## config.mk

```make
export PLATFORM = sky130hd
export DESIGN_NAME = stepper_phase_sequencer
export DESIGN_NICKNAME = d
export VERILOG_FILES = /design/src/sps_pkg.sv /design/src/sps_apb_regs.sv /design/src/sps_core.sv /design/src/stepper_phase_sequencer.sv
export SDC_FILE = /design/constraint.sdc
export NUM_CORES = 1
export LEC_CHECK = 0
export BUFFER_PORTS_ARGS = -buffer_cell sky130_fd_sc_hd__buf_2
export CAP_MARGIN = 10
export CELL_PAD_IN_SITES_DETAIL_PLACEMENT = 1
export CELL_PAD_IN_SITES_GLOBAL_PLACEMENT = 2
export CORE_UTILIZATION = 42
export CTS_CLUSTER_SIZE = 10
export DETAILED_ROUTE_END_ITERATION = 6
export PLACE_DENSITY = 0.87
export SLEW_MARGIN = 20
export SYNTH_ARGS = -nofsm -noshare
export SYNTH_HDL_FRONTEND = slang
export SYNTH_SLANG_ARGS = --single-unit
```

## constraint.sdc

```tcl
create_clock -name clk -period 30.3 [get_ports clk]
set_input_delay 4.545 -clock clk [delete_from_list [all_inputs] [get_ports clk]]
set_output_delay 4.545 -clock clk [all_outputs]
set_load 0.01 [all_outputs]
```

## src/sps_pkg.sv

```systemverilog
// ----------------------------------------------------------------------------
// sps_pkg
// Shared types, constants and coil tables for the stepper phase sequencer.
// ----------------------------------------------------------------------------
`default_nettype none

package sps_pkg;

    // Command codes
    localparam logic CMD_TICK  = 1'b0;
    localparam logic CMD_START = 1'b1;

    // Register index (address bit 2 selects the register word)
    localparam logic REG_STEPS_PER_REV = 1'b0;

    localparam logic [11:0] STEPS_PER_REV_RESET = 12'd200;

    // Angle divisors and saturated remainder limits (32767 steps)
    localparam int          STEP_SAT  = 32767;
    localparam logic [8:0]  HALF_DIV  = 9'd180;
    localparam logic [8:0]  FULL_DIV  = 9'd360;
    localparam logic [23:0] HALF_LIM  = 24'(STEP_SAT * 180);
    localparam logic [23:0] FULL_LIM  = 24'(STEP_SAT * 360);

    typedef struct packed {
        logic        cmd;
        logic        half_step;
        logic        direction;
        logic [15:0] degrees;
        logic [15:0] step_ticks;
    } req_t;

    typedef struct packed {
        logic [3:0] phases;
        logic       busy_res;
        logic       rejected;
    } res_t;

    typedef struct packed {
        logic [11:0] steps_per_rev;
    } cfg_t;

    function automatic logic [3:0] half_pattern(input logic [2:0] idx);
        logic [3:0] pat;
        case (idx)
            3'd0:    pat = 4'h2;
            3'd1:    pat = 4'h6;
            3'd2:    pat = 4'h4;
            3'd3:    pat = 4'h5;
            3'd4:    pat = 4'h1;
            3'd5:    pat = 4'h9;
            3'd6:    pat = 4'h8;
            3'd7:    pat = 4'hA;
            default: pat = 4'h0;
        endcase
        return pat;
    endfunction

    function automatic logic [3:0] full_pattern(input logic [1:0] idx);
        logic [3:0] pat;
        case (idx)
            2'd0:    pat = 4'h2;
            2'd1:    pat = 4'h4;
            2'd2:    pat = 4'h1;
            2'd3:    pat = 4'h8;
            default: pat = 4'h0;
        endcase
        return pat;
    endfunction

endpackage

`default_nettype wire

```

## src/sps_apb_regs.sv

```systemverilog
// ----------------------------------------------------------------------------
// sps_apb_regs
// APB register file: holds steps_per_rev.
// ----------------------------------------------------------------------------
`default_nettype none

module sps_apb_regs (
    input  wire logic          clk,
    input  wire logic          rst_n,
    input  wire logic          psel,
    input  wire logic          penable,
    input  wire logic          pwrite,
    input  wire logic [2:0]    paddr,
    input  wire logic [31:0]   pwdata,
    output logic      [31:0]   prdata,
    output logic               pready,
    output sps_pkg::cfg_t      cfg
);
    import sps_pkg::*;

    logic [11:0] spr_reg;
    logic        wr_en;

    // low address bits ignored
    assign wr_en = psel && penable && pwrite && (paddr[2] == REG_STEPS_PER_REV);

    always_ff @(posedge clk or negedge rst_n)
    begin
        if (!rst_n)
        begin
            spr_reg <= STEPS_PER_REV_RESET;
        end
        else if (wr_en)
        begin
            spr_reg <= pwdata[11:0];
        end
    end

    always_comb
    begin
        if (paddr[2] == REG_STEPS_PER_REV)
        begin
            prdata = {20'd0, spr_reg};
        end
        else
        begin
            prdata = 32'd0;
        end
    end

    assign pready            = 1'b1;
    assign cfg.steps_per_rev = spr_reg;

endmodule

`default_nettype wire

```

## src/sps_core.sv

```systemverilog
// ----------------------------------------------------------------------------
// sps_core
// Move state and per-request update. Step count is kept as the remaining
// angle product; one step consumes one divisor's worth of it.
// ----------------------------------------------------------------------------
`default_nettype none

module sps_core (
    input  wire logic          clk,
    input  wire logic          rst_n,
    input  wire logic          fire,
    input  sps_pkg::req_t      req,
    input  sps_pkg::cfg_t      cfg,
    output sps_pkg::res_t      res
);
    import sps_pkg::*;

    logic [2:0]  phase_index_reg, phase_index_next;
    logic [23:0] rem_reg, rem_next;
    logic [15:0] hold_count_reg, hold_count_next;
    logic [15:0] hold_period_reg, hold_period_next;
    logic        half_reg, half_next;
    logic        rev_reg, rev_next;
    logic        moving_reg, moving_next;
    logic [3:0]  held_reg, held_next;

    logic [27:0] prod;
    logic [8:0]  start_div;
    logic [23:0] start_lim;
    logic [23:0] start_rem;
    logic [15:0] start_period;
    logic [8:0]  move_div;
    logic [23:0] rem_dec;
    logic [15:0] hc_dec;
    logic [2:0]  adv_index;

    assign prod         = 28'(req.degrees) * 28'(cfg.steps_per_rev);
    assign start_div    = req.half_step ? HALF_DIV : FULL_DIV;
    assign start_lim    = req.half_step ? HALF_LIM : FULL_LIM;
    assign start_rem    = (prod > {4'd0, start_lim}) ? start_lim : prod[23:0];
    assign start_period = (req.step_ticks == 16'd0) ? 16'd1 : req.step_ticks;

    assign move_div = half_reg ? HALF_DIV : FULL_DIV;
    assign rem_dec  = rem_reg - {15'd0, move_div};
    assign hc_dec   = hold_count_reg - 16'd1;

    always_comb
    begin
        if (half_reg)
        begin
            adv_index = rev_reg ? (phase_index_reg - 3'd1) : (phase_index_reg + 3'd1);
        end
        else
        begin
            adv_index = {1'b0, rev_reg ? (phase_index_reg[1:0] - 2'd1)
                                       : (phase_index_reg[1:0] + 2'd1)};
        end
    end

    always_comb
    begin
        phase_index_next = phase_index_reg;
        rem_next         = rem_reg;
        hold_count_next  = hold_count_reg;
        hold_period_next = hold_period_reg;
        half_next        = half_reg;
        rev_next         = rev_reg;
        moving_next      = moving_reg;
        held_next        = held_reg;

        if (req.cmd == CMD_START)
        begin
            if (!moving_reg)
            begin
                half_next        = req.half_step;
                rev_next         = req.direction;
                hold_period_next = start_period;
                rem_next         = start_rem;
                if (start_rem >= {15'd0, start_div})
                begin
                    moving_next     = 1'b1;
                    held_next       = req.half_step ? half_pattern(phase_index_reg)
                                                    : full_pattern(phase_index_reg[1:0]);
                    hold_count_next = start_period;
                end
            end
        end
        else if (moving_reg)
        begin
            hold_count_next = hc_dec;
            if (hc_dec == 16'd0)
            begin
                phase_index_next = adv_index;
                rem_next         = rem_dec;
                if (rem_dec < {15'd0, move_div})
                begin
                    moving_next = 1'b0;
                end
                else
                begin
                    held_next       = half_reg ? half_pattern(adv_index)
                                               : full_pattern(adv_index[1:0]);
                    hold_count_next = hold_period_reg;
                end
            end
        end
    end

    always_ff @(posedge clk or negedge rst_n)
    begin
        if (!rst_n)
        begin
            phase_index_reg <= 3'd0;
            rem_reg         <= 24'd0;
            hold_count_reg  <= 16'd0;
            hold_period_reg <= 16'd0;
            half_reg        <= 1'b0;
            rev_reg         <= 1'b0;
            moving_reg      <= 1'b0;
            held_reg        <= 4'd0;
        end
        else if (fire)
        begin
            phase_index_reg <= phase_index_next;
            rem_reg         <= rem_next;
            hold_count_reg  <= hold_count_next;
            hold_period_reg <= hold_period_next;
            half_reg        <= half_next;
            rev_reg         <= rev_next;
            moving_reg      <= moving_next;
            held_reg        <= held_next;
        end
    end

    assign res.phases   = held_next;
    assign res.busy_res = moving_next;
    assign res.rejected = (req.cmd == CMD_START) && moving_reg;

endmodule

`default_nettype wire

```

## src/stepper_phase_sequencer.sv

```systemverilog
// ----------------------------------------------------------------------------
// stepper_phase_sequencer
// Four-coil stepper sequencer with half-step and full-step tables.
// ----------------------------------------------------------------------------
// Usage:
//   Request channel (req_valid/req_stall/req_data): each request is a tick
//   (cmd 0) or a move start (cmd 1). Result channel (res_valid/res_stall/
//   res_data): exactly one result per request, in order, giving the coil
//   pattern, busy flag and a reject flag for a start issued while busy.
//   A request moves at an edge where valid is high and stall is low.
// Path: an accepted request passes the input register, then the state
//   update into the result register, which raises res_valid.
// Throughput: 1 request per cycle while results are not stalled; the move
//   state updates in a single pass, the 16x12 angle multiply included.
// Stall: when res_stall holds a full result register, the input register
//   keeps its request and req_stall rises; nothing is dropped.
// Reset: rst_n (async, active low) clears the move state, coils off, idle;
//   steps_per_rev returns to 200. Write it over APB (byte address 0) only
//   while the sequencer is idle.
// ----------------------------------------------------------------------------
`default_nettype none

module stepper_phase_sequencer (
    input  wire logic          clk,
    input  wire logic          rst_n,
    // request channel
    input  wire logic          req_valid,
    output logic               req_stall,
    input  sps_pkg::req_t      req_data,
    // result channel
    output logic               res_valid,
    input  wire logic          res_stall,
    output sps_pkg::res_t      res_data,
    // APB configuration
    input  wire logic          psel,
    input  wire logic          penable,
    input  wire logic          pwrite,
    input  wire logic [2:0]    paddr,
    input  wire logic [31:0]   pwdata,
    output logic      [31:0]   prdata,
    output logic               pready
);
    import sps_pkg::*;

    cfg_t cfg;
    req_t s1_req_reg;
    logic s1_valid_reg;
    res_t res_reg;
    logic res_valid_reg;
    res_t core_res;

    logic out_ready;   // result register can take a new value
    logic fire;        // input register's request is processed this cycle
    logic accept;

    assign out_ready = !res_valid_reg || !res_stall;
    assign fire      = s1_valid_reg && out_ready;
    assign req_stall = s1_valid_reg && !out_ready;
    assign accept    = req_valid && !req_stall;

    sps_apb_regs u_regs (
        .clk     (clk),
        .rst_n   (rst_n),
        .psel    (psel),
        .penable (penable),
        .pwrite  (pwrite),
        .paddr   (paddr),
        .pwdata  (pwdata),
        .prdata  (prdata),
        .pready  (pready),
        .cfg     (cfg)
    );

    sps_core u_core (
        .clk   (clk),
        .rst_n (rst_n),
        .fire  (fire),
        .req   (s1_req_reg),
        .cfg   (cfg),
        .res   (core_res)
    );

    // input register
    always_ff @(posedge clk or negedge rst_n)
    begin
        if (!rst_n)
        begin
            s1_valid_reg <= 1'b0;
        end
        else if (accept)
        begin
            s1_valid_reg <= 1'b1;
        end
        else if (fire)
        begin
            s1_valid_reg <= 1'b0;
        end
    end

    always_ff @(posedge clk)
    begin
        if (accept)
        begin
            s1_req_reg <= req_data;
        end
    end

    // result register
    always_ff @(posedge clk or negedge rst_n)
    begin
        if (!rst_n)
        begin
            res_valid_reg <= 1'b0;
        end
        else if (fire)
        begin
            res_valid_reg <= 1'b1;
        end
        else if (!res_stall)
        begin
            res_valid_reg <= 1'b0;
        end
    end

    always_ff @(posedge clk)
    begin
        if (fire)
        begin
            res_reg <= core_res;
        end
    end

    assign res_valid = res_valid_reg;
    assign res_data  = res_reg;

endmodule

`default_nettype wire

```

Yosys cells after proc, flatten, opt, wreduce, memory -nomap -nowiden --
Memories as Yosys holds them, arrays and structs flattened. Index checks and enable logic that the tools add are counted.
Storage, ports and cells: bits in registers 121, ROM bits 64, input port bits 77, output and inout bits 41, memories 2
Memories:
- (name not given) | words 8, bits a word 4, read ports 1, clocked after memory_dff 0, write ports 0, line sps_pkg.sv:45 | case (idx)
- (name not given) | words 8, bits a word 4, read ports 1, clocked after memory_dff 0, write ports 0, line sps_pkg.sv:45
Cells by class: add/subtract/negate cells 6, multipliers 1, magnitude comparators 3, eq/ne operators 8, multiplexer cells 39, bitwise logic cells 3, reduce and logical (&&, ||, !) cells 24
Operators with widths (count):
- 2-to-1 mux 24 bit | 6
- 2-to-1 mux 16 bit | 7
- logical NOT 16 bit | 2
- 2-to-1 mux 4 bit | 8
- case mux 4 bit (4 select lines) | 2
- > comparator 28 x 24 -> 1 bit | 1
- multiplier 16 x 12 -> 28 bit | 1
- greater-or-equal comparator 24 x 9 -> 1 bit | 1
- less-than comparator 24 x 9 -> 1 bit | 1
- subtractor 24 x 9 -> 24 bit | 1
- 2-to-1 mux 9 bit | 2
- subtractor 16 x 1 -> 16 bit (second input constant) | 1
- 2-to-1 mux 12 bit | 1
- AND reduction 4 bit | 3
- 2-to-1 mux 1 bit | 10
- == test 2 bit (second input constant) | 4
- nonzero test 2 bit | 4
- logical AND 1 bit | 7
- 2-to-1 mux 3 bit | 2
- == test 2 x 1 -> 1 bit (second input constant) | 2
- logical NOT 1 bit | 4
- logical NOT 2 bit | 2
- adder 3 x 1 -> 3 bit (second input constant) | 1
- inverter 1 bit | 3
- other kinds (8) | 8

Longest topological paths before layout --
depth in word-level cells 10, gate-level depth with buffers 42

Hierarchy --
Synthesis repeated with hierarchy kept, for this count alone.
Second synthesis, totals: cell total of the unflattened synthesis 1615, area, all modules 14272.4 µm²
Modules (own cells, without submodules):
- sps_core | times used 1, cells an instance 1504, area an instance 12190.4 µm², sequential area each 1601.5 µm²
- stepper_phase_sequencer | times used 1, cells an instance 49, area an instance 1323.8 µm², sequential area each 1281.2 µm²
- sps_apb_regs | times used 1, cells an instance 62, area an instance 758.2 µm², sequential area each 304.0 µm²

Worst setup path after synthesis --
No wires, ideal clock.
path type reg-to-reg, start reg u_regs.spr_reg[5], in the netlist u_regs.cfg[5], end reg res_reg (netlist bit res_data[2]), data pin, setup time 0.254 ns, data arrival time 9.408 ns, setup slack 20.637 ns, cell stages (with the launch flop) 39, path buffers 5, period minus slack after synthesis 9.663 ns, cell sequence dfrtp_1 > clkbuf_1 > clkbuf_1 > nand2_1 > fa_1 > fa_1 > fa_1 > inv_1 > fa_1 > inv_1 > fa_1 > inv_1 > ha_1 > buf_4 > a21oi_2 > o211ai_2 > a21oi_2 > o21ai_0 > [... 3 more ...] > nand3_1 > or4b_4 > or4_1 > o21ai_2 > nor2b_4 > buf_6 > mux2_4 > ha_1 > and4_1 > a2111oi_0 > nand4b_1 > or4b_1 > nor3_2 > and3b_1 > buf_6 > a21o_1 > nand2_1 > o21a_1
RTL lines:
- start: declaration | line sps_apb_regs.sv:21 | logic [11:0] spr_reg;
- start signal: assignment | line sps_apb_regs.sv:35 | spr_reg <= pwdata[11:0];
- end signal: assignment | line stepper_phase_sequencer.sv:129 | res_reg <= core_res;
- end: declaration | line stepper_phase_sequencer.sv:48 | res_t res_reg;

Worst setup path after layout --
start reg u_regs.spr_reg[5], in the netlist u_regs.cfg[5], end reg u_core.hold_count_reg[11]
On the way: cells in the longest elaborated chain, start to end 6
Ends and longest elaborated chain:
- multiplier 16 x 12 -> 28 bit * | line sps_core.sv:37 | assign prod = 28'(req.degrees) * 28'(cfg.steps_per_rev);
- > comparator 28 x 24 -> 1 bit | line sps_core.sv:40 | assign start_rem = (prod > {4'd0, start_lim}) ? start_lim : prod[23:0];
- 2-to-1 mux 24 bit * | line sps_core.sv:40
- greater-or-equal comparator 24 x 9 -> 1 bit * | line sps_core.sv:79 | if (start_rem >= {15'd0, start_div})
- nonzero test 2 bit (no line) *
- AND reduction 4 bit (no line) *
- end signal: assignment | line sps_core.sv:126 | hold_count_reg <= hold_count_next;
- end: declaration | line sps_core.sv:20 | logic [15:0] hold_count_reg, hold_count_next;
Mark *: on every way between the ends. The rest lies on a longest branch, timed or not. A chain may end at the register's enable or synchronous reset.

==> results.yml <==
outcome:
  status: "complete, no violations"
route:
  final_antenna_net_count: 0
  dr.pass1.iters: 4
  wl_per_cell_um: 18.36
  drc_errors: 0
  via_per_inst: 5.493
  num_vias: 10950
  wl_um: 36580
  drt_iter0_drc: 519
critical_path:
  cp.arrival_ns: 11.74
  r2r_cells: 33
  cp_max_fo: 30
  worstPathRequired_ns: 30.63
  cp_slowest_cell: "dfrtp_1"
  crit_path_end_kind: "flip-flop"
  r2r_slack_ns: 18.88
  startpoint_type: "flip-flop"
  cp_common_cell: "fa_1"
  rr_startpoint: "u_regs.cfg[5]"
  r2r_end: "u_core.hold_count_reg[11]"
  criticalPathCategory: "flip-flop to flip-flop"
  cpPeakStageDelay_ns: 0.80
floorplanning:
  num_rows: 65
  core_region_area_um2: 31880
  fp.dieH_um: 182.8
  start_util_pct: 43.06
  die_area_um2: 33410
  die_w_um: 182.8
  io_pins: 118
timing:
  finalCriticalPeriod_ns: 11.42
  drv_slew: 0
  period_share_pct: 37.67
  final-setup-viol-count: 0
  finClkSkew_ns: 0.01639
  hold_viol: 0
  max_clock_freq_mhz: 87.60
  fin_setup_tns_ns: 0
  worstMarginPinSlew_ns: 1.038
  rsz0062_at_grt: "false"
  slew_headroom_pct: 30.78
job:
  maxCapViolCount: 0
yosys:
  yosysSeqAreaShare_pct: 23.22
  netlist_instances: 1533
  yosys-top-cells-area: "fa_1 (21%), dfrtp_1 (14%), ha_1 (9.1%)"
  synthArstFlopShare_pct: 65.55
  synth_top_family_by_area: "adder cells"
  synthAdderAreaFrac_pct: 29.82
  synth-seq-cells: 119
  synthXorXnorAreaFrac_pct: 2.488
  muxShareOfSynthArea_pct: 2.844
  yosys_warnings: 0
  synth_top_area_share_pct: 20.71
  synth_compound_area_share_pct: 14.98
  syn_area_per_cell_um2: 8.954
  synthSimpleGateAreaFrac_pct: 16.71
  syn_area_um2: 13730
  ys.flop_type: "dfrtp_1"
  yosys.area.top_type: "fa_1"
  yosysUniqueCellTypes: 91
  synth_edf_count: 41
cts:
  cts_buffers: 17
  hold_buffers: 0
  cts_setup_buffers: 0
  clkTransAtPathRegs_ns: 0.07
  clock_latency_ns: 0.45
  cts_max_level: 4
  cts_root_buf: "clkbuf_16"
  cts_resized: 0
  tritoncts: "done"
  clockBufferDepth: 2
  clock_sinks: 119
min_path:
  hold_class: "flip-flop to flip-flop"
  worstHoldStart: "u_core.hold_period_reg[2]"
  hold_path_depth: 2
  hold_end: "u_core.hold_period_reg[2]"
grt:
  first_global_vias: 12000
  grt_max_degree: 75
  grt_pass1_wl_um: 62090
  grt_use_total_pct: 23.46
  antenna_found_initial: 0
  overflow: 0
finish:
  area_growth_pct: 7.921
  fillers: 3785
  n_antenna_cell: 0
  nets: 1864
  largest_reg_flops: 35
  layout-drive-gt1-share_pct: 10.65
place:
  gp_congestion: 0.8320
  dp_hpwl_um: 27730
  io_buffers: 74
==> cell usage in the layout, fill, tap and decap left out, types with 9 or more instances in the layout <==
cell / synthesis / routed
edfxtp_1: 41 / 41
mux2_2: 27 / 27
a21oi_1: 79 / 79
ha_1: 100 / 100
nand4_1: 13 / 13
nand2_1: 214 / 214
o21ai_0: 65 / 65
conb_1: 2 / 21
fa_1: 142 / 142
and2_1: 65 / 64
xnor2_1: 22 / 22
a31oi_1: 13 / 13
nor2_1: 64 / 64
inv_1: 211 / 211
nor3_1: 21 / 21
nor2b_1: 21 / 21
nor4_1: 12 / 12
o21a_1: 11 / 11
xor2_1: 17 / 17
o21ai_1: 9 / 9
dfrtp_1: 75 / 75
nand3_1: 20 / 20
a21o_1: 20 / 20
clkbuf_16: 0 / 17
o22a_1: 19 / 19
buf_2: 5 / 73
==> worst max path at each step <==
stage | startpoint | end | depth (start not counted)
6_report | u_regs.cfg[5] | u_core.hold_count_reg[11] | 33
5_1_grt | u_regs.cfg[5] | u_core.hold_count_reg[11] | 33
4_1_cts | u_regs.cfg[5] | u_core.hold_count_reg[11] | 33
3_5_place_dp | u_regs.cfg[5] | u_core.hold_count_reg[11] | 33
3_3_place_gp | u_regs.cfg[5] | u_core.hold_count_reg[9] | 33
2_1_floorplan | u_regs.cfg[5] | res_data[2] | 38
==> per-stage QoR <==
| stage | std cells | hold WS, ns | utilization (%) | area (um^2) | worst slack, ns |
|---|---|---|---|---|---|
| 2_1_floorplan | 1552 | 0.4498 | - | 13800 | 20.64 |
| 3_3_place_gp | 1961 | 0.4626 | 44.52 | 14190 | 18.52 |
| 3_5_place_dp | 1961 | 0.4715 | 44.52 | 14190 | 18.44 |
| 4_1_cts | 1993 | 0.4858 | 46.46 | 14810 | 18.43 |
| 5_1_grt | 1993 | 0.5156 | 46.47 | 14810 | 18.16 |
| 6_report | 1993 | 0.4803 | 46.47 | 14810 | 18.88 |
==> synthesized netlist by cell type, drive strengths merged (9+ instances only) <==
| cell type | number |
|---|---|
| nand2 | 214 |
| inv | 211 |
| fa | 142 |
| ha | 100 |
| a21oi | 84 |
| o21ai | 77 |
| dfrtp | 75 |
| and2 | 65 |
| nor2 | 65 |
| clkbuf | 62 |
| buf | 43 |
| edfxtp | 41 |
| mux2 | 29 |
| nor2b | 22 |
| nor3 | 22 |
| xnor2 | 22 |
| nand3 | 21 |
| a21o | 20 |
| o22a | 19 |
| xor2 | 17 |
| a31oi | 13 |
| nand4 | 13 |
| nor4 | 13 |
| o21a | 11 |
| a211oi | 9 |
| o211ai | 9 |
==> per-layer routing <==
layer	vias up	share of wire [%]	routed length, um	GRT usage (%)
met5	-	0	0	0
met1	5637	46	16950	31.56
met3	40	2.7	982	2.621
li1	5089	-	-	-
met2	181	49	18070	40.27
met4	0	1.6	585	6.067
==> cells by family after synthesis <==
logic type	count (synthesis)
AOI/OAI and AO/OA	307
DFF	119
buffers and inverters	317
adders and majority gates	242
other	2
xor gates and xnor gates	39
muxes	35
and+or+nand+nor	472
==> layout make-up <==
cell class | count | area, um^2 | share of cell area [%]
Clock buffer | 20 | 456.7 | 3.083
Clock inverter | 12 | 163.9 | 1.106
Inverter | 212 | 795.8 | 5.372
Multi-Input combinational cell | 1116 | 9256 | 62.48
Sequential cell | 119 | 3187 | 21.51
Tap cell | 435 | 544.3 | 3.674
Timing Repair Buffer | 79 | 410.4 | 2.770
==> critical path: cells and delay by family (launching register included) <==
| kind | cells | cell delay (ns) |
|---|---|---|
| compound gates | 8 | 2.53 |
| xor+xnor | 1 | 0.21 |
| simple gates | 11 | 3.44 |
| fa+ha+maj | 8 | 3.65 |
| buf+inv | 4 | 0.24 |
| mux | 1 | 0.38 |
| flops | 1 | 0.80 |
Power is left out: the tool's default activity adds up to more than one toggle a clock period on the data nets, which glitch-free logic cannot reach.
